[src/rtl/frame_rate_monitor_adaptive_quality_top_assert.svh]
// Assertion macros for the frame rate monitor top level.
`ifndef FRAME_RATE_MONITOR_ADAPTIVE_QUALITY_TOP_ASSERT_SVH
`define FRAME_RATE_MONITOR_ADAPTIVE_QUALITY_TOP_ASSERT_SVH

// Same-cycle implication, held off during reset
`define FRMAQ_ASSERT_IMP(label, clk, rst, ante, cons) \
   label: assert property (@(posedge clk) disable iff (rst) (ante) |-> (cons)) \
      else $error("frmaq: same-cycle check failed");

// Next-cycle implication, held off during reset
`define FRMAQ_ASSERT_NEXT(label, clk, rst, ante, cons) \
   label: assert property (@(posedge clk) disable iff (rst) (ante) |=> (cons)) \
      else $error("frmaq: next-cycle check failed");

`endif

[src/rtl/frmaq_pkg.sv]
// Shared types and constants of the frame rate monitor.
package frmaq_pkg;

   // Field widths
   localparam int FPS_W   = 28;
   localparam int US_W    = 24;
   localparam int QUAL_W  = 17;
   localparam int AVGW_W  = 9;
   localparam int Q_FRAC_W = 16;

   // Fixed part of the result word, history count excluded
   localparam int RSP_FIXED_W = 4 * FPS_W + 1 + QUAL_W + US_W;

   // Frame rate and quality constants
   localparam logic [FPS_W-1:0]  FPS_NUM      = 28'd256000000;
   localparam logic [QUAL_W-1:0] QUALITY_FULL = 17'd65536;
   localparam logic [QUAL_W-1:0] QUALITY_STEP = 17'd655;

   // History depth default
   localparam int HISTORY_DEPTH_DEF = 256;

   // Divider widths: quality dividend is the widest numerator by default
   localparam int DIV_NW_DEF = FPS_W + Q_FRAC_W;
   localparam int DIV_DW_DEF = FPS_W;

   // Register port
   localparam int CSR_AW = 4;
   localparam int CSR_DW = 32;

   typedef enum logic [CSR_AW-3:0] {
      REG_MIN_FPS    = 2'd0,
      REG_ADAPTIVE   = 2'd1,
      REG_AVG_WINDOW = 2'd2
   } reg_index_type;

   localparam logic [FPS_W-1:0]  MIN_FPS_RST    = 28'd25600;
   localparam logic              ADAPTIVE_RST   = 1'b1;
   localparam logic [AVGW_W-1:0] AVG_WINDOW_RST = 9'd60;

   // Configuration seen by the datapath
   typedef struct packed {
      logic [FPS_W-1:0]  min_fps;
      logic              adaptive;
      logic [AVGW_W-1:0] avg_window;
   } cfg_type;

   // One history entry
   typedef struct packed {
      logic [US_W-1:0]  us;
      logic [FPS_W-1:0] fps;
   } hist_entry_type;

endpackage

[src/rtl/frmaq_div.sv]
// Restoring divider, one quotient bit per cycle.
module frmaq_div
   import frmaq_pkg::*;
#(
   parameter int NW = DIV_NW_DEF,
   parameter int DW = DIV_DW_DEF
)(
   input  logic          clock,
   input  logic          reset,
   input  logic          start,
   input  logic [NW-1:0] dividend,
   input  logic [DW-1:0] divisor,
   output logic          done,
   output logic [NW-1:0] quotient
);

   localparam int CW = $clog2(NW + 1);

   logic          busy_ff, busy_in;
   logic          done_ff, done_in;
   logic [CW-1:0] cnt_ff, cnt_in;
   logic [NW-1:0] quo_ff, quo_in;
   logic [DW-1:0] rem_ff, rem_in;
   logic [DW-1:0] dvs_ff, dvs_in;
   logic [DW:0]   rem_sh;
   logic [DW:0]   diff;

   assign done     = done_ff;
   assign quotient = quo_ff;

   // Shift in the next dividend bit and try to subtract
   assign rem_sh = {rem_ff, quo_ff[NW-1]};
   assign diff   = rem_sh - {1'b0, dvs_ff};

   always_comb begin
      busy_in = busy_ff;
      done_in = 1'b0;
      cnt_in  = cnt_ff;
      quo_in  = quo_ff;
      rem_in  = rem_ff;
      dvs_in  = dvs_ff;
      if (start && !busy_ff) begin
         busy_in = 1'b1;
         cnt_in  = CW'(NW);
         quo_in  = dividend;
         rem_in  = '0;
         dvs_in  = divisor;
      end else if (busy_ff) begin
         if (rem_sh >= {1'b0, dvs_ff}) begin
            rem_in = diff[DW-1:0];
            quo_in = {quo_ff[NW-2:0], 1'b1};
         end else begin
            rem_in = rem_sh[DW-1:0];
            quo_in = {quo_ff[NW-2:0], 1'b0};
         end
         cnt_in = cnt_ff - 1'b1;
         if (cnt_ff == CW'(1)) begin
            busy_in = 1'b0;
            done_in = 1'b1;
         end
      end
   end

   always_ff @(posedge clock) begin
      if (reset) begin
         busy_ff <= 1'b0;
         done_ff <= 1'b0;
         cnt_ff  <= '0;
      end else begin
         busy_ff <= busy_in;
         done_ff <= done_in;
         cnt_ff  <= cnt_in;
      end
      quo_ff <= quo_in;
      rem_ff <= rem_in;
      dvs_ff <= dvs_in;
   end

endmodule

[config.mk]
export PLATFORM = sky130hd
export DESIGN_NAME = frmaq_div
export DESIGN_NICKNAME = d
export VERILOG_FILES = /design/src/rtl/frame_rate_monitor_adaptive_quality_top_assert.svh /design/src/rtl/frmaq_pkg.sv /design/src/rtl/frmaq_div.sv
export SDC_FILE = /design/constraint.sdc
export NUM_CORES = 1
export LEC_CHECK = 0
export BUFFER_PORTS_ARGS = -buffer_cell sky130_fd_sc_hd__buf_2
export CAP_MARGIN = 20
export CORE_MARGIN = 3
export CORE_UTILIZATION = 60
export DETAILED_ROUTE_END_ITERATION = 16
export GPL_TIMING_DRIVEN = 0
export PLACE_DENSITY = 0.86
export SLEW_MARGIN = 20
export SYNTH_ARGS = -nofsm -noshare
export SYNTH_HDL_FRONTEND = slang
export SYNTH_SLANG_ARGS = --single-unit
export TNS_END_PERCENT = 20
[constraint.sdc]
create_clock -name clock -period 4.3 [get_ports clock]
set_clock_uncertainty 0.15 [all_clocks]
set_input_delay 0.215 -clock clock [delete_from_list [all_inputs] [get_ports clock]]
set_output_delay 0.215 -clock clock [all_outputs]
set_load 0.01 [all_outputs]
* Word-level counts from Yosys, hierarchy flattened
Index checks and enable logic that the tools add are counted.
** Storage, ports and cells
- Flip-flop bits (word level) :: 108
- Bits in latches :: 0
- Bits in writable memories :: 0
- ROM bits :: 0
- Input port bits :: 75
- Output and inout port bits :: 45
- Logic and storage cells :: 27
- Memories :: 0
** Cells by class
- Add/subtract/negate cells :: 2
- Multiply operators :: 0
- Div/mod/pow operators :: 0
- Order comparisons :: 1
- Equal/unequal tests :: 1
- Shift-type cells :: 0
- Multiplexer cells :: 10
- Bitwise operators :: 1
- Reduce and logical (&&, ||, !) cells :: 5
** Operator list (count)
- 44-bit 2-to-1 mux :: 2
- 29-bit by 28-bit greater-or-equal comparator with 1-bit output :: 1
- 28-bit 2-to-1 mux :: 1
- 28-bit subtractor :: 1
- 6-bit 2-to-1 mux :: 2
- 6-bit by 1-bit == test with 1-bit output (second input constant) :: 1
- 6-bit by 1-bit subtractor with 6-bit output (second input constant) :: 1
- 1-bit 2-to-1 mux :: 5
- 3-bit OR reduction :: 1
- 2-bit nonzero test :: 1
- 2-bit OR reduction :: 1
- 1-bit logical AND :: 1
- 1-bit zero test :: 1
- 1-bit NOT :: 1

* Logic depth before layout (Yosys ltp)
- Word-level depth :: 4
- Mapped depth :: 13
- Mapped depth without buffers :: 11

* Worst setup path after synthesis
No wires, ideal clock.
- Kind :: flip-flop to flip-flop
- Start point :: register busy_ff
- End point :: register quo_ff[37], in the netlist quotient[37], data pin
- Setup time :: 0.261 ns
- Data arrival time :: 2.418 ns
- Required time :: 3.889 ns
- Path slack :: 1.471 ns
- Stages on the path, launching flop included :: 6
- Buffers on the path :: 3
- Clock period less this slack :: 2.829 ns
- Path through :: dfxtp_1 clkbuf_1 nor2b_1 buf_1 buf_1 mux2_2
** Between the ends
- Longest elaborated chain between the ends :: 3
** RTL lines
- from (decl) :: RTL line frmaq_div.sv:19 : logic busy_ff, busy_in;
- from (signal assigned) :: RTL line frmaq_div.sv:70 : busy_ff <= busy_in;
- 1-bit zero test :: RTL line frmaq_div.sv:42 : if (start && !busy_ff) begin
- 1-bit logical AND :: RTL line frmaq_div.sv:42
- 44-bit 2-to-1 mux :: RTL line frmaq_div.sv:42
- net quo_in[37] :: RTL line frmaq_div.sv:22 : logic [NW-1:0] quo_ff, quo_in;
- to (signal assigned) :: RTL line frmaq_div.sv:74 : quo_ff <= quo_in;
- to (decl) :: RTL line frmaq_div.sv:22
The timed path passes the listed nets, and every way through them passes these cells.
A chain may end at the register's enable or synchronous reset.

* Worst setup path after layout
- Start point :: register dvs_ff[1]
- End point :: register rem_ff[26]
** Between the ends
- Longest elaborated chain between the ends :: 2
- Elaborated cells between the ends (all ways) :: 3
- Classes of those cells :: add/sub: 1; order compare: 1; mux: 1
** RTL lines
- from (decl) :: RTL line frmaq_div.sv:24 : logic [DW-1:0] dvs_ff, dvs_in;
- from (signal assigned) :: RTL line frmaq_div.sv:76 : dvs_ff <= dvs_in;
- 28-bit subtractor / 29-bit by 28-bit greater-or-equal comparator with 1-bit output (equally long branches) :: RTL line frmaq_div.sv:33, frmaq_div.sv:49
- 28-bit 2-to-1 mux (*) :: RTL line frmaq_div.sv:49 : if (rem_sh >= {1'b0, dvs_ff}) begin
- to (signal assigned) :: RTL line frmaq_div.sv:75 : rem_ff <= rem_in;
- to (decl) :: RTL line frmaq_div.sv:23 : logic [DW-1:0] rem_ff, rem_in;
Every way passes the cells marked *; elsewhere a longest branch is shown, timed or not.

==> metrics.yaml <==
die:
  die_h_microns: 105
  rows: 35
  pin_count: 120
  dieArea_sq_um: 11000
  coreArea_sq_um: 9370
  start_util: 0.627
  fp.dieW_microns: 105
yosys:
  asyncSetResetFlopFracSynth: 0
  syn_area_per_cell_sq_um: 11.1
  synth_cell_types: 59
  syn_area_sq_um: 5880
  postSynthCellCount: 531
  synth_warnings: 0
  synth_edf_count: 72
  synthFlopType: "edfxtp_1"
  yosys_register_bits: 108
  ys_seq_area_frac: 0.490
  syn_nets: 637
route:
  final_antenna_net_count: 0
  drtIter0Drc: 722
  drtPass1Iterations: 5
  routedWlPerCell_microns: 22.7
  drt_drc_violations_left: 0
  via_per_inst: 6.31
  met3WireLength_mm: 2.00
  highest-signal-layer: "met5"
  met1Wirelength_mm: 6.87
  met2WireLength_mm: 9.55
  wirelength_mm: 19.6
  vias: 5474
final_layout:
  fin_area_sq_um: 7610
  layout-drive-gt1-share: 0.280
  regArea_sq_um: 2880
  area_growth_pct: 29.4
  antenna_cells: 0
  nets: 839
  multiInputGateArea_sq_um: 2680
  n_fill_cell: 554
pwr:
  powerDensity_nw_per_um2: 496
  max-vdd-ir-drop_uv: 266
  p_leak_nw: 3.28
clock_network:
  cts-root-buf: "clkbuf_8"
  clock_path_buffers: 2
  numCtsBuffers: 9
  clock_latency_ps: 400
  cts_resized: 0
  cts_sinks: 108
  cts.htree.levels: 3
  cts_tree: "built"
  clk_pin_slew_ps: 130
hold_path:
  hp-class: "in2reg"
sta:
  hold_viol: 0
  slew_headroom: 0.562
  fin_tns_setup_ps: 0
  min_period_ps: 3230
  fmax_ghz: 0.310
  timing.final.crit_share: 0.751
  setup_viol: 0
  final_max_slew_viol_count: 0
  worst_pin_slew_ps: 650
  grt_setup_unrepaired: "false"
place:
  place_congestion: 0.929
  dpl_cell_area_sq_um: 6680
  io_buffers: 118
  dp_hpwl_mm: 10.8
worst_setup_path:
  critical_path_class: "reg2reg"
  worst-path-max-fanout: 10
  required_ps: 4430
  crit_path_start_kind: "register"
  cp-end-kind: "register"
  arrival_ps: 3360
global_route:
  grt_max_degree: 40
  grt_antenna_before_repair: 1
  grt_pass1_wl_mm: 29.3
  grt_usage: 0.342
  overflow: 0
  first_global_vias: 5627
status:
  status: "finished clean"
job:
  maxCapViolCount: 0
==> registers in the layout, summed over array words and instances, names as in the netlist <==
name and flops:
dvs_ff 28, done 1, rem_ff 28, cnt_ff 6, busy_ff 1, quotient 44
==> Yosys cell counts (2+ instances only) <==
master | count | area share
a2111oi_0 | 2 | 0.0030
a211o_1 | 2 | 0.0030
a211oi_1 | 6 | 0.0077
a21o_1 | 11 | 0.014
a21o_2 | 2 | 0.0030
a21oi_1 | 22 | 0.019
a221o_1 | 2 | 0.0034
a31oi_1 | 11 | 0.012
a32oi_1 | 4 | 0.0060
and2_1 | 3 | 0.0032
and3_1 | 2 | 0.0021
buf_1 | 6 | 0.0038
buf_12 | 3 | 0.010
buf_2 | 8 | 0.0068
clkbuf_1 | 10 | 0.0064
dfxtp_1 | 36 | 0.12
edfxtp_1 | 72 | 0.37
ha_1 | 30 | 0.064
inv_1 | 37 | 0.024
mux2_2 | 44 | 0.084
nand2_1 | 30 | 0.019
nand2b_1 | 4 | 0.0043
nand3_1 | 31 | 0.026
nand3_2 | 6 | 0.010
nand4_1 | 7 | 0.0074
nor2_1 | 18 | 0.011
nor2b_1 | 5 | 0.0053
nor3_1 | 11 | 0.0094
nor3b_1 | 9 | 0.011
nor4_1 | 5 | 0.0053
o2111ai_1 | 2 | 0.0030
o21a_1 | 6 | 0.0077
o21ai_0 | 10 | 0.0085
o21ai_1 | 13 | 0.011
o21bai_1 | 3 | 0.0038
o311ai_1 | 9 | 0.013
o31a_1 | 2 | 0.0030
o31ai_1 | 2 | 0.0026
or4_1 | 2 | 0.0026
xnor2_1 | 13 | 0.019
xor2_1 | 12 | 0.018
==> worst paths after layout <==
path | start | to | slack [ps] | cells after the start
max | dvs_ff[1] | rem_ff[26] | 1070 | 12
min | reset | cnt_ff[0] | 20 | 2
max reg2reg | dvs_ff[1] | rem_ff[26] | 1070 | 12
min reg2reg | rem_ff[4] | rem_ff[4] | 350 | 2
==> stage by stage <==
stage	setup slack (ps)	utilization	power, W	instances	hold WS (ps)
3_5_place_dp	1200	0.713	0.00290	780	243
4_1_cts	1180	0.810	0.00362	865	4.26
3_3_place_gp	775	0.708	0.00283	778	243
5_1_grt	907	0.812	0.00394	867	17.3
2_1_floorplan	1470	-	0.00251	531	164
6_report	1070	0.812	0.00377	867	23.8
==> report_power, final <==
group	leakage [nW]	internal (W)	total, W	switching, W
registers	1.00	0.00130	0.00145	0.000148
logic	2.17	0.000693	0.00162	0.000926
clock network	0.111	0.000298	0.000703	0.000404
==> cell usage in the layout (no fill, tap or decap), types with 12 or more instances in the layout <==
cell and count:
buf_2 127, dlygate4sd3_1 71, nand3_1 31, edfxtp_1 72, ha_1 30, a21oi_1 22
nand2_1 30, mux2_2 44, nor2_1 18, dfxtp_1 36, o21ai_1 13, inv_1 36
xor2_1 12, xnor2_1 13
==> routing by layer <==
| layer | up-vias | track usage |
|---|---|---|
| met4 | 2 | 0.210 |
| met1 | 2570 | 0.379 |
| li1 | 2393 | - |
| met5 | - | 0 |
| met2 | 408 | 0.584 |
| met3 | 101 | 0.0896 |
==> cell families (layout without fill, tap and decap cells) <==
family          count (synthesis)  count (layout)  share of synthesized area
compound gates                118             118                      0.139
xor+xnor                       25              25                     0.0372
fa+ha+maj                      31              31                     0.0672
buf+inv                        66             273                     0.0547
flops                         108             108                      0.490
mux                            45              45                     0.0860
simple gates                  138             138                      0.126
==> critical path: stages (launching register included) <==
cell and delay (ps):
edfxtp_1 540, inv_1 130, ha_1 310, nor2b_1 220, o2111ai_1 210, nand3_1 220
a211o_1 220, nand2_4 80, o31a_4 350, buf_12 150, buf_8 140, a31oi_1 240
o21ai_1 140
==> final cells by class <==
type | instances | share of cell area
inverter | 37 | 0.0183
sequential | 108 | 0.379
multi-input combinational | 357 | 0.352
timing repair buffer | 191 | 0.177
clock inverter | 6 | 0.0107
buffer | 29 | 0.0242
clock buffer | 10 | 0.0181
tap | 129 | 0.0212
==> what timing repair did <==
| item | CTS | global route |
|---|---|---|
| hold endpoints to repair | 69 | 2 |
| hold buffers | 69 | 2 |
| setup buffers | 0 | 0 |
Power figures use the tool's default switching activity.
