[src/rtl/frame_rate_monitor_adaptive_quality_top_assert.svh]
// Assertion macros for the frame rate monitor top level.
`ifndef FRAME_RATE_MONITOR_ADAPTIVE_QUALITY_TOP_ASSERT_SVH
`define FRAME_RATE_MONITOR_ADAPTIVE_QUALITY_TOP_ASSERT_SVH

// Same-cycle implication, held off during reset
`define FRMAQ_ASSERT_IMP(label, clk, rst, ante, cons) \
   label: assert property (@(posedge clk) disable iff (rst) (ante) |-> (cons)) \
      else $error("frmaq: same-cycle check failed");

// Next-cycle implication, held off during reset
`define FRMAQ_ASSERT_NEXT(label, clk, rst, ante, cons) \
   label: assert property (@(posedge clk) disable iff (rst) (ante) |=> (cons)) \
      else $error("frmaq: next-cycle check failed");

`endif

[src/rtl/frmaq_pkg.sv]
// Shared types and constants of the frame rate monitor.
package frmaq_pkg;

   // Field widths
   localparam int FPS_W   = 28;
   localparam int US_W    = 24;
   localparam int QUAL_W  = 17;
   localparam int AVGW_W  = 9;
   localparam int Q_FRAC_W = 16;

   // Fixed part of the result word, history count excluded
   localparam int RSP_FIXED_W = 4 * FPS_W + 1 + QUAL_W + US_W;

   // Frame rate and quality constants
   localparam logic [FPS_W-1:0]  FPS_NUM      = 28'd256000000;
   localparam logic [QUAL_W-1:0] QUALITY_FULL = 17'd65536;
   localparam logic [QUAL_W-1:0] QUALITY_STEP = 17'd655;

   // History depth default
   localparam int HISTORY_DEPTH_DEF = 256;

   // Divider widths: quality dividend is the widest numerator by default
   localparam int DIV_NW_DEF = FPS_W + Q_FRAC_W;
   localparam int DIV_DW_DEF = FPS_W;

   // Register port
   localparam int CSR_AW = 4;
   localparam int CSR_DW = 32;

   typedef enum logic [CSR_AW-3:0] {
      REG_MIN_FPS    = 2'd0,
      REG_ADAPTIVE   = 2'd1,
      REG_AVG_WINDOW = 2'd2
   } reg_index_type;

   localparam logic [FPS_W-1:0]  MIN_FPS_RST    = 28'd25600;
   localparam logic              ADAPTIVE_RST   = 1'b1;
   localparam logic [AVGW_W-1:0] AVG_WINDOW_RST = 9'd60;

   // Configuration seen by the datapath
   typedef struct packed {
      logic [FPS_W-1:0]  min_fps;
      logic              adaptive;
      logic [AVGW_W-1:0] avg_window;
   } cfg_type;

   // One history entry
   typedef struct packed {
      logic [US_W-1:0]  us;
      logic [FPS_W-1:0] fps;
   } hist_entry_type;

endpackage

[src/rtl/frmaq_csr.sv]
// Configuration registers behind the APB-style port.
module frmaq_csr
   import frmaq_pkg::*;
(
   input  logic              clock,
   input  logic              reset,
   input  logic              csr_psel,
   input  logic              csr_penable,
   input  logic              csr_pwrite,
   input  logic [CSR_AW-1:0] csr_paddr,
   input  logic [CSR_DW-1:0] csr_pwdata,
   output logic [CSR_DW-1:0] csr_prdata,
   output logic              csr_pready,
   output cfg_type           cfg
);

   cfg_type cfg_ff, cfg_in;
   logic    wr_en;
   logic [CSR_AW-3:0] reg_idx;

   assign csr_pready = 1'b1;
   assign wr_en      = csr_psel & csr_penable & csr_pwrite;
   assign reg_idx    = csr_paddr[CSR_AW-1:2];
   assign cfg        = cfg_ff;

   // Decode the write word
   always_comb begin
      cfg_in = cfg_ff;
      if (wr_en) begin
         case (reg_idx)
            REG_MIN_FPS:    cfg_in.min_fps    = csr_pwdata[FPS_W-1:0];
            REG_ADAPTIVE:   cfg_in.adaptive   = csr_pwdata[0];
            REG_AVG_WINDOW: cfg_in.avg_window = csr_pwdata[AVGW_W-1:0];
            default:        cfg_in = cfg_ff;
         endcase
      end
   end

   // Read back
   always_comb begin
      case (reg_idx)
         REG_MIN_FPS:    csr_prdata = CSR_DW'(cfg_ff.min_fps);
         REG_ADAPTIVE:   csr_prdata = CSR_DW'(cfg_ff.adaptive);
         REG_AVG_WINDOW: csr_prdata = CSR_DW'(cfg_ff.avg_window);
         default:        csr_prdata = '0;
      endcase
   end

   always_ff @(posedge clock) begin
      if (reset) begin
         cfg_ff.min_fps    <= MIN_FPS_RST;
         cfg_ff.adaptive   <= ADAPTIVE_RST;
         cfg_ff.avg_window <= AVG_WINDOW_RST;
      end else begin
         cfg_ff <= cfg_in;
      end
   end

endmodule

[config.mk]
export PLATFORM = sky130hd
export DESIGN_NAME = frmaq_csr
export DESIGN_NICKNAME = d
export VERILOG_FILES = /design/src/rtl/frame_rate_monitor_adaptive_quality_top_assert.svh /design/src/rtl/frmaq_pkg.sv /design/src/rtl/frmaq_csr.sv
export SDC_FILE = /design/constraint.sdc
export NUM_CORES = 1
export LEC_CHECK = 0
export BUFFER_PORTS_ARGS = -buffer_cell sky130_fd_sc_hd__buf_2
export CAP_MARGIN = 20
export CORE_MARGIN = 1
export CORE_UTILIZATION = 44
export CTS_CLUSTER_SIZE = 10
export DETAILED_ROUTE_END_ITERATION = 10
export HOLD_SLACK_MARGIN = 0.02
export PLACE_DENSITY = 0.8
export SETUP_SLACK_MARGIN = 0.02
export SYNTH_ARGS = -nofsm -noshare
export SYNTH_HDL_FRONTEND = slang
export SYNTH_SLANG_ARGS = --single-unit
[constraint.sdc]
create_clock -name clock -period 1.77 [get_ports clock]
set_clock_uncertainty 0.2 [all_clocks]
set_input_delay 0.354 -clock clock [delete_from_list [all_inputs] [get_ports clock]]
set_output_delay 0.354 -clock clock [all_outputs]
set_load 0.01 [all_outputs]
## Yosys cells after proc, flatten, opt, wreduce, memory -nomap -nowiden

Cells that the tools add are included.

| word-level totals | value |
|---|---|
| output and inout bits | 71 |
| bits in registers | 38 |
| logic and storage cells | 12 |
| input bits | 41 |

| cells by class | value |
|---|---|
| bitwise gates (word level) | 2 |
| multiplexer cells | 1 |
| equality and inequality tests | 2 |
| reductions and logical operators | 4 |

Operators by type and width:

| cell | count |
|---|---|
| $pmux W28 S3 | 1 |
| $reduce_and A2 Y1 | 3 |
| $and A1 B1 Y1 | 2 |
| $eq A2 B1 Y1 const B | 1 |
| $eq A2 B2 Y1 const B | 1 |
| $logic_not A2 Y1 | 1 |

## Logic depth before layout (Yosys ltp)

Gate-level depths: netlist (run 1).

| logic depth | value |
|---|---|
| depth in word-level cells | 3 |
| depth in mapped cells | 5 |
| gate-level depth less buffers | 3 |

## Worst setup path after synthesis (run 1)

No wires, ideal clock.

| timing | value |
|---|---|
| path type | input -> output |
| start point | in csr_paddr[2] |
| end point | out csr_prdata[11] |
| data required time | 1,216 ps |
| slack | 185 ps |
| arrival | 1,031 ps |
| cell stages on the path | 3 |
| path buffers | 1 |
| path through | nor2_1 > clkbuf_1 > and2_1 |

| on the way | value |
|---|---|
| word-level cells in the longest chain between the ends | 2 |
| elaborated cells between the ends (all ways) | 4 |
| classes of those cells | eq/ne (2); mux (1); reduce/logical (1) |

RTL lines:

| what | line | text |
|---|---|---|
| start, declared | frmaq_csr.sv:10 | `input logic [CSR_AW-1:0] csr_paddr,` |
| $eq A2 B2 Y1, or another cell as far along | frmaq_csr.sv:41 | `case (reg_idx)` |
| $pmux W28 S3 * | frmaq_csr.sv:41 |  |
| end, declared | frmaq_csr.sv:12 | `output logic [CSR_DW-1:0] csr_prdata,` |

Every way passes the cells marked *; elsewhere a longest branch is shown, timed or not.

## Worst setup path after layout (run 1)

| timing | value |
|---|---|
| start point | in csr_paddr[3] |
| end point | out csr_prdata[27] |

Same word-level chain as after synthesis.

==> flow_summary_export.csv, run 1 <==
group,metric,value,unit
setup_path,cp_slowest_cell,"buf_4",
timing,period_share,0.9440,
min_path,holdCritPathClass,"in -> reg",
logic_synthesis,synth-edff-count,0,
layout,syn2layout_area_growth,35.00,%
setup_path,timing.reg2reg.setup_slack,0.82,ns
layout,largest_register_ffs,38,
die,die_h,69.10,µm
cts,clk_path_buf_depth,2,
cts,cts_sinks,38,
routing,ant_nets,0,
placed_design,io_buffers,100,
logic_synthesis,async_flop_share,0,
timing,hold_violations,0,
run,maxCapViolations,0,
cts,cts-root-buf,"clkbuf_8",
die,die_width,69.10,µm
logic_synthesis,ys_seq_area_frac,0.3841,
die,ios,112,
logic_synthesis,synthCells,218,
setup_path,rr_endpoint,"cfg[8]",
cts,postCtsSetupRepairBufs,0,
timing,rsz0062_at_grt,"false",
global_route,grt_pass1_wl,7031,µm
global_route,antenna_found_initial,0,
logic_synthesis,ys_types,18,
cts,cts_hold_buf,0,
routing,viasPerCell,4.736,
layout,design_area,2674,µm²
logic_synthesis,synthMostInstantiatedCell,"nand2b_1",
setup_path,startpoint,"csr_paddr[3]",
routing,firstDrtPassIters,2,
cts,cts_tree,"done",
logic_synthesis,avgSynthCellArea,9.086,µm²
die,coreArea,4354,µm²
setup_path,arrival,1.12,ns
setup_path,cp-end-kind,"primary output",
setup_path,criticalPathCategory,"in -> out",
setup_path,cp_top_family,"buffers and inverters",
run_status,status,"finished, final reports clean",
logic_synthesis,synth_seq_cells,38,
cts,clk_pin_slew_worst_paths,0.07,ns
logic_synthesis,yosys_warnings,0,
placed_design,place_area,2527,µm²
routing,wirelength,4198,µm
setup_path,slowest_delay,0.22,ns
cts,cts_buffers,5,
placed_design,gp_congestion,0.7520,
logic_synthesis,synth_top_area_frac,0.3841,
global_route,grt_pass1_vias,1614,
setup_path,rr_startpoint,"cfg[8]",
setup_path,crit_top_cell,"buf_2",
min_path,holdPathStages,3,
cts,htree_num_levels,2,
routing,drt_iter0_drc,42,
routing,vias,1757,
routing,drc_errors,0,
timing,fin_crit,1.671,ns
setup_path,reg2reg_depth,3,
logic_synthesis,syn_area,1981,µm²
setup_path,required,1.22,ns
power_and_ir_drop,ir_drop,0.4256,mV
power_and_ir_drop,p_leak,1.260,nW
min_path,min_from,"csr_pwdata[22]",
setup_path,crit_chain,"buf_2 > nor2_1 > buf_4 > and2_1 > buf_2",
cts,insertion_delay,0.28,ns
routing,wl_per_cell,11.32,µm
layout,n_antenna_cell,0,
die,start_util,0.4549,
timing,fmax,0.5985,GHz
setup_path,cp.buffers_inverters,3,
placed_design,dp_hpwl,3110,µm
layout,drive_gt1_frac,0.3762,
layout,final_core_util,0.6141,
power_and_ir_drop,pwr_density_cell,742.3,nW/µm²
logic_synthesis,synth.area.top_cells,"dfxtp_1, mux2i_1, nand2b_1",
setup_path,critPathLaunchType,"input pin",
die,die_area,4774,µm²
timing,setup_viol,0,
global_route,grt_start_max_net_pins,30,
logic_synthesis,synth_ff_type,"dfxtp_1",
timing,drv_slew,0,
global_route,grt.overflow.total,0,
global_route,gr-usage-all-layers,0.1812,
setup_path,critPathMaxFanout,19,
power_and_ir_drop,p_total,1.985,mW
timing,setup_tns,0,ns
min_path,holdPathEnd,"cfg[32]",
logic_synthesis,netlist.top_cell.by_area,"dfxtp_1",
layout,fin_nets,359,
logic_synthesis,yosys-top-cells-count,"nand2b_1, mux2i_1, dfxtp_1",
die,rows,24,
[placed cells by master, fill, tap and decap left out, drive strengths merged, types with 5 or more instances in the layout]
cell and count:
conb 5, nor2b 5, buf 109, o21ai 11, nor2 26, mux2i 42, clkbuf 6, and2 19
nand2b 51, dfxtp 38
[repair_timing]
action / in CTS / in global routing
setup endpoints to repair: 0 / 1
resized for setup: 0 / 1
endpoints found under the hold margin: 0 / 0
[where the power goes]
group	internal (mW)	total (mW)	switching [mW]	leakage, nW
Combinational	0.104	0.208	0.104	0.881
Sequential	0.865	0.873	0.00768	0.307
Clock	0.601	0.903	0.302	0.0714
Total	1.57	1.98	0.414	1.26
[cells by family (layout without fill, tap and decap cells)]
| kind of cell | Yosys count | in the layout | synth area share |
|---|---|---|---|
| muxes | 42 | 42 | 0.2123 |
| DFF | 38 | 38 | 0.3841 |
| buffers and inverters | 19 | 117 | 0.06506 |
| other | 2 | 5 | 0.003792 |
| and+or+nand+nor | 106 | 106 | 0.3070 |
| AOI/OAI and AO/OA | 11 | 11 | 0.02779 |
[routing by layer]
layer	global-route usage	vias up	part of all wire
li1	-	889	-
met1	0.2070	801	0.43
met2	0.3247	62	0.50
met3	0.04094	5	0.055
met4	0.07029	0	0.011
met5	0	-	0
[area by class of cell]
class | count | area [µm²]
flip-flops and latches | 38 | 760.7
fillers | 385 | 1680
clock inverters | 2 | 60.06
well taps | 52 | 65.06
clock buffers | 6 | 82.58
repair buffers | 109 | 596.8
multi-input cells | 164 | 1109
[worst min-delay path: cells and delay by family]
family,cells,cell delay [ns]
buffers and inverters,1,0.09
muxes,1,0.06
and+or+nand+nor,1,0.05
[worst max path at each step]
stage,to,slack [ns],depth (start not counted)
2_1_floorplan,csr_prdata[11],0.18,3
3_3_place_gp,csr_prdata[2],0.07,5
3_5_place_dp,csr_prdata[2],0.10,5
4_1_cts,csr_prdata[2],0.09,5
5_1_grt,csr_prdata[1],0.05,5
6_report,csr_prdata[27],0.1,5
[per-stage QoR]
step	worst slack [ns]	instances	hold slack, ns
after floorplan	0.1850	221	0.3002
after global placement	0.07409	363	0.2671
after detailed placement	0.1029	363	0.2759
after CTS	0.08988	371	0.1155
after global routing	0.04771	371	0.1158
final	0.09913	371	0.1264
Power figures use the tool's default switching activity.
==> run 2: changes to the inputs <==
==> constraint.sdc (replaced) <==
create_clock -name clock -period 1.62 [get_ports clock]
set_clock_uncertainty 0.2 [all_clocks]
set_input_delay 0.324 -clock clock [delete_from_list [all_inputs] [get_ports clock]]
set_output_delay 0.324 -clock clock [all_outputs]
set_load 0.01 [all_outputs]
==> run 2 against run 1 <==
  * Flip-flop and latch count unchanged
  * Critical path depth did not move
  * Sequential share of layout area fell by 0.74 points
  * Count of clock-buffer cells in the layout stayed put
  * Worst setup slack lost 0.037 ns
  * Combinational power is 19% higher
  * Global-route usage increased by 0.20 points
  * Sequential power up 9.3%
  * Wire length is 4.7% higher
  * First-iteration DRC count grew to 2.7 times the previous value
  * Largest cell class unchanged
  * Via count grew 1.4%
  * Worst hold slack got worse by 0.043 ns
==> flow_summary_export.csv, run 2 (same netlist as run 1, synthesis figures left out) <==
group,metric,value,unit
run_status,status,"finished, final reports clean",
setup_path,crit_chain,"buf_2 > nor2_4 > buf_4 > and2_1 > buf_2",
setup_path,rr_startpoint,"cfg[1]",
cts,postCtsSetupRepairBufs,0,
placed_design,place_area,2577,µm²
min_path,holdPathEnd,"cfg[25]",
layout,layout_common_cells,"buf_2, nand2b_1, mux2i_1, dfxtp_1, nor2_1",
routing,vias,1782,
routing,viasPerCell,4.727,
routing,routed-wl-met3,281,µm
routing,drt_iter0_drc,112,
setup_path,criticalPathCategory,"in -> out",
min_path,holdPathStages,3,
routing,wl_met1,1901,µm
die,die_h,69.10,µm
timing,drv_slew,0,
routing,wirelength,4395,µm
layout,stdcell_count,377,
timing,fin_crit,1.558,ns
setup_path,required,1.10,ns
setup_path,cp_slowest_cell,"buf_4",
global_route,grt_pass1_wl,7141,µm
cts,htree_num_levels,2,
die,start_util,0.4549,
power_and_ir_drop,pwr_density_cell,801.5,nW/µm²
routing,top_layer,"met4",
die,die_width,69.10,µm
routing,wl_per_cell,11.66,µm
cts,cts_buffers,5,
die,coreArea,4354,µm²
timing,setup_ws,0.06207,ns
setup_path,critPathLaunchType,"input pin",
setup_path,timing.reg2reg.setup_slack,0.67,ns
setup_path,reg2reg_depth,3,
routing,firstDrtPassIters,4,
timing,period_share,0.9617,
die,ios,112,
cts,clk_pin_slew_worst_paths,0.08,ns
routing,wl_met2,2169,µm
global_route,grt_start_max_net_pins,32,
timing,setup_viol,0,
global_route,grt_pass1_vias,1588,
timing,setup_tns,0,ns
cts,cts-root-buf,"clkbuf_8",
cts,cts_hold_buf,0,
routing,ant_nets,0,
layout,final_common_cell,"buf_2",
global_route,grt.overflow.total,0,
cts,insertion_delay,0.29,ns
cts,clk_path_buf_depth,2,
cts,cts_tree,"done",
setup_path,rr_endpoint,"cfg[1]",
die,die_area,4774,µm²
setup_path,cp-end-kind,"primary output",
placed_design,dpl.cell_count,368,
layout,n_antenna_cell,0,
timing,rsz0062_at_grt,"true",
run,maxCapViolations,0,
cts,cts_sinks,38,
min_path,min_from,"csr_pwdata[15]",
layout,design_area,2745,µm²
setup_path,critPathMaxFanout,9,
placed_design,io_buffers,100,
layout,fin_nets,365,
layout,largest_register_ffs,38,
power_and_ir_drop,p_leak,1.295,nW
layout,syn2layout_area_growth,38.60,%
layout,drive_gt1_frac,0.3908,
global_route,gr-usage-all-layers,0.1832,
timing,hold_ws,0.08292,ns
routing,drc_errors,0,
global_route,antenna_found_initial,0,
setup_path,crit_top_cell,"buf_2",
placed_design,pre_cts_ws,0.01699,ns
power_and_ir_drop,ir_drop,0.5507,mV
timing,hold_violations,0,
setup_path,slowest_delay,0.17,ns
placed_design,gp_congestion,0.7486,
layout,final_core_util,0.6305,
die,rows,24,
timing,fmax,0.6419,GHz
placed_design,dp_hpwl,3168,µm
power_and_ir_drop,p_total,2.200,mW
min_path,holdCritPathClass,"in -> reg",
setup_path,arrival,1.03,ns
run 2: changes by cell type in the layout (fill, tap and decap cells not counted):
cell | previous run | this run
o21ai_1 | 0 | 1
o21ai_0 | 11 | 10
buf_6 | 1 | 2
nor2_1 | 26 | 25
nor2_4 | 0 | 1
buf_4 | 6 | 11
buf_12 | 2 | 3
buf_2 | 100 | 99
run 2: worst max-delay path by stage:
stage / start / to / slack (ns) / depth (start not counted)
3_5_place_dp: csr_paddr[2] / csr_prdata[16] / 0.02 / 5
5_1_grt: cfg[10] / csr_prdata[0] / 0.008 / 3
6_report: csr_paddr[2] / csr_prdata[22] / 0.06 / 5
3_3_place_gp: csr_paddr[2] / csr_prdata[19] / 0.05 / 5
2_1_floorplan: csr_paddr[2] / csr_prdata[11] / 0.09 / 3
4_1_cts: cfg[0] / csr_prdata[0] / 0.006 / 3
run 2: area by class of cell:
type / instances / area (µm²)
clock buffers: 6 / 82.58
fillers: 382 / 1609
multi-input cells: 164 / 1116
repair buffers: 115 / 660.6
well taps: 52 / 65.06
clock inverters: 2 / 60.06
flip-flops and latches: 38 / 760.7
run 2: power breakdown:
group | leakage, nW | total [mW] | internal, mW | switching, mW
logic | 0.916 | 0.248 | 0.128 | 0.120
clock network | 0.0714 | 0.998 | 0.657 | 0.341
registers | 0.307 | 0.954 | 0.945 | 0.00834
total | 1.29 | 2.20 | 1.73 | 0.469
run 2: worst max-delay path, delay by kind of cell:
kind	cells	cell delay (ns)
AND/OR/NAND/NOR	2	0.26
buffers and inverters	3	0.44
run 2: metal layers:
metal / vias up / track usage
li1: 903 / -
met1: 804 / 0.2168
met2: 68 / 0.3204
met3: 7 / 0.05117
met4: 0 / 0.05442
met5: - / 0
run 2: what timing repair did:
action,CTS,global route
cloned,0,1
endpoints found under the hold margin,0,0
endpoints found under the setup margin,2,25
gates resized for setup,1,8
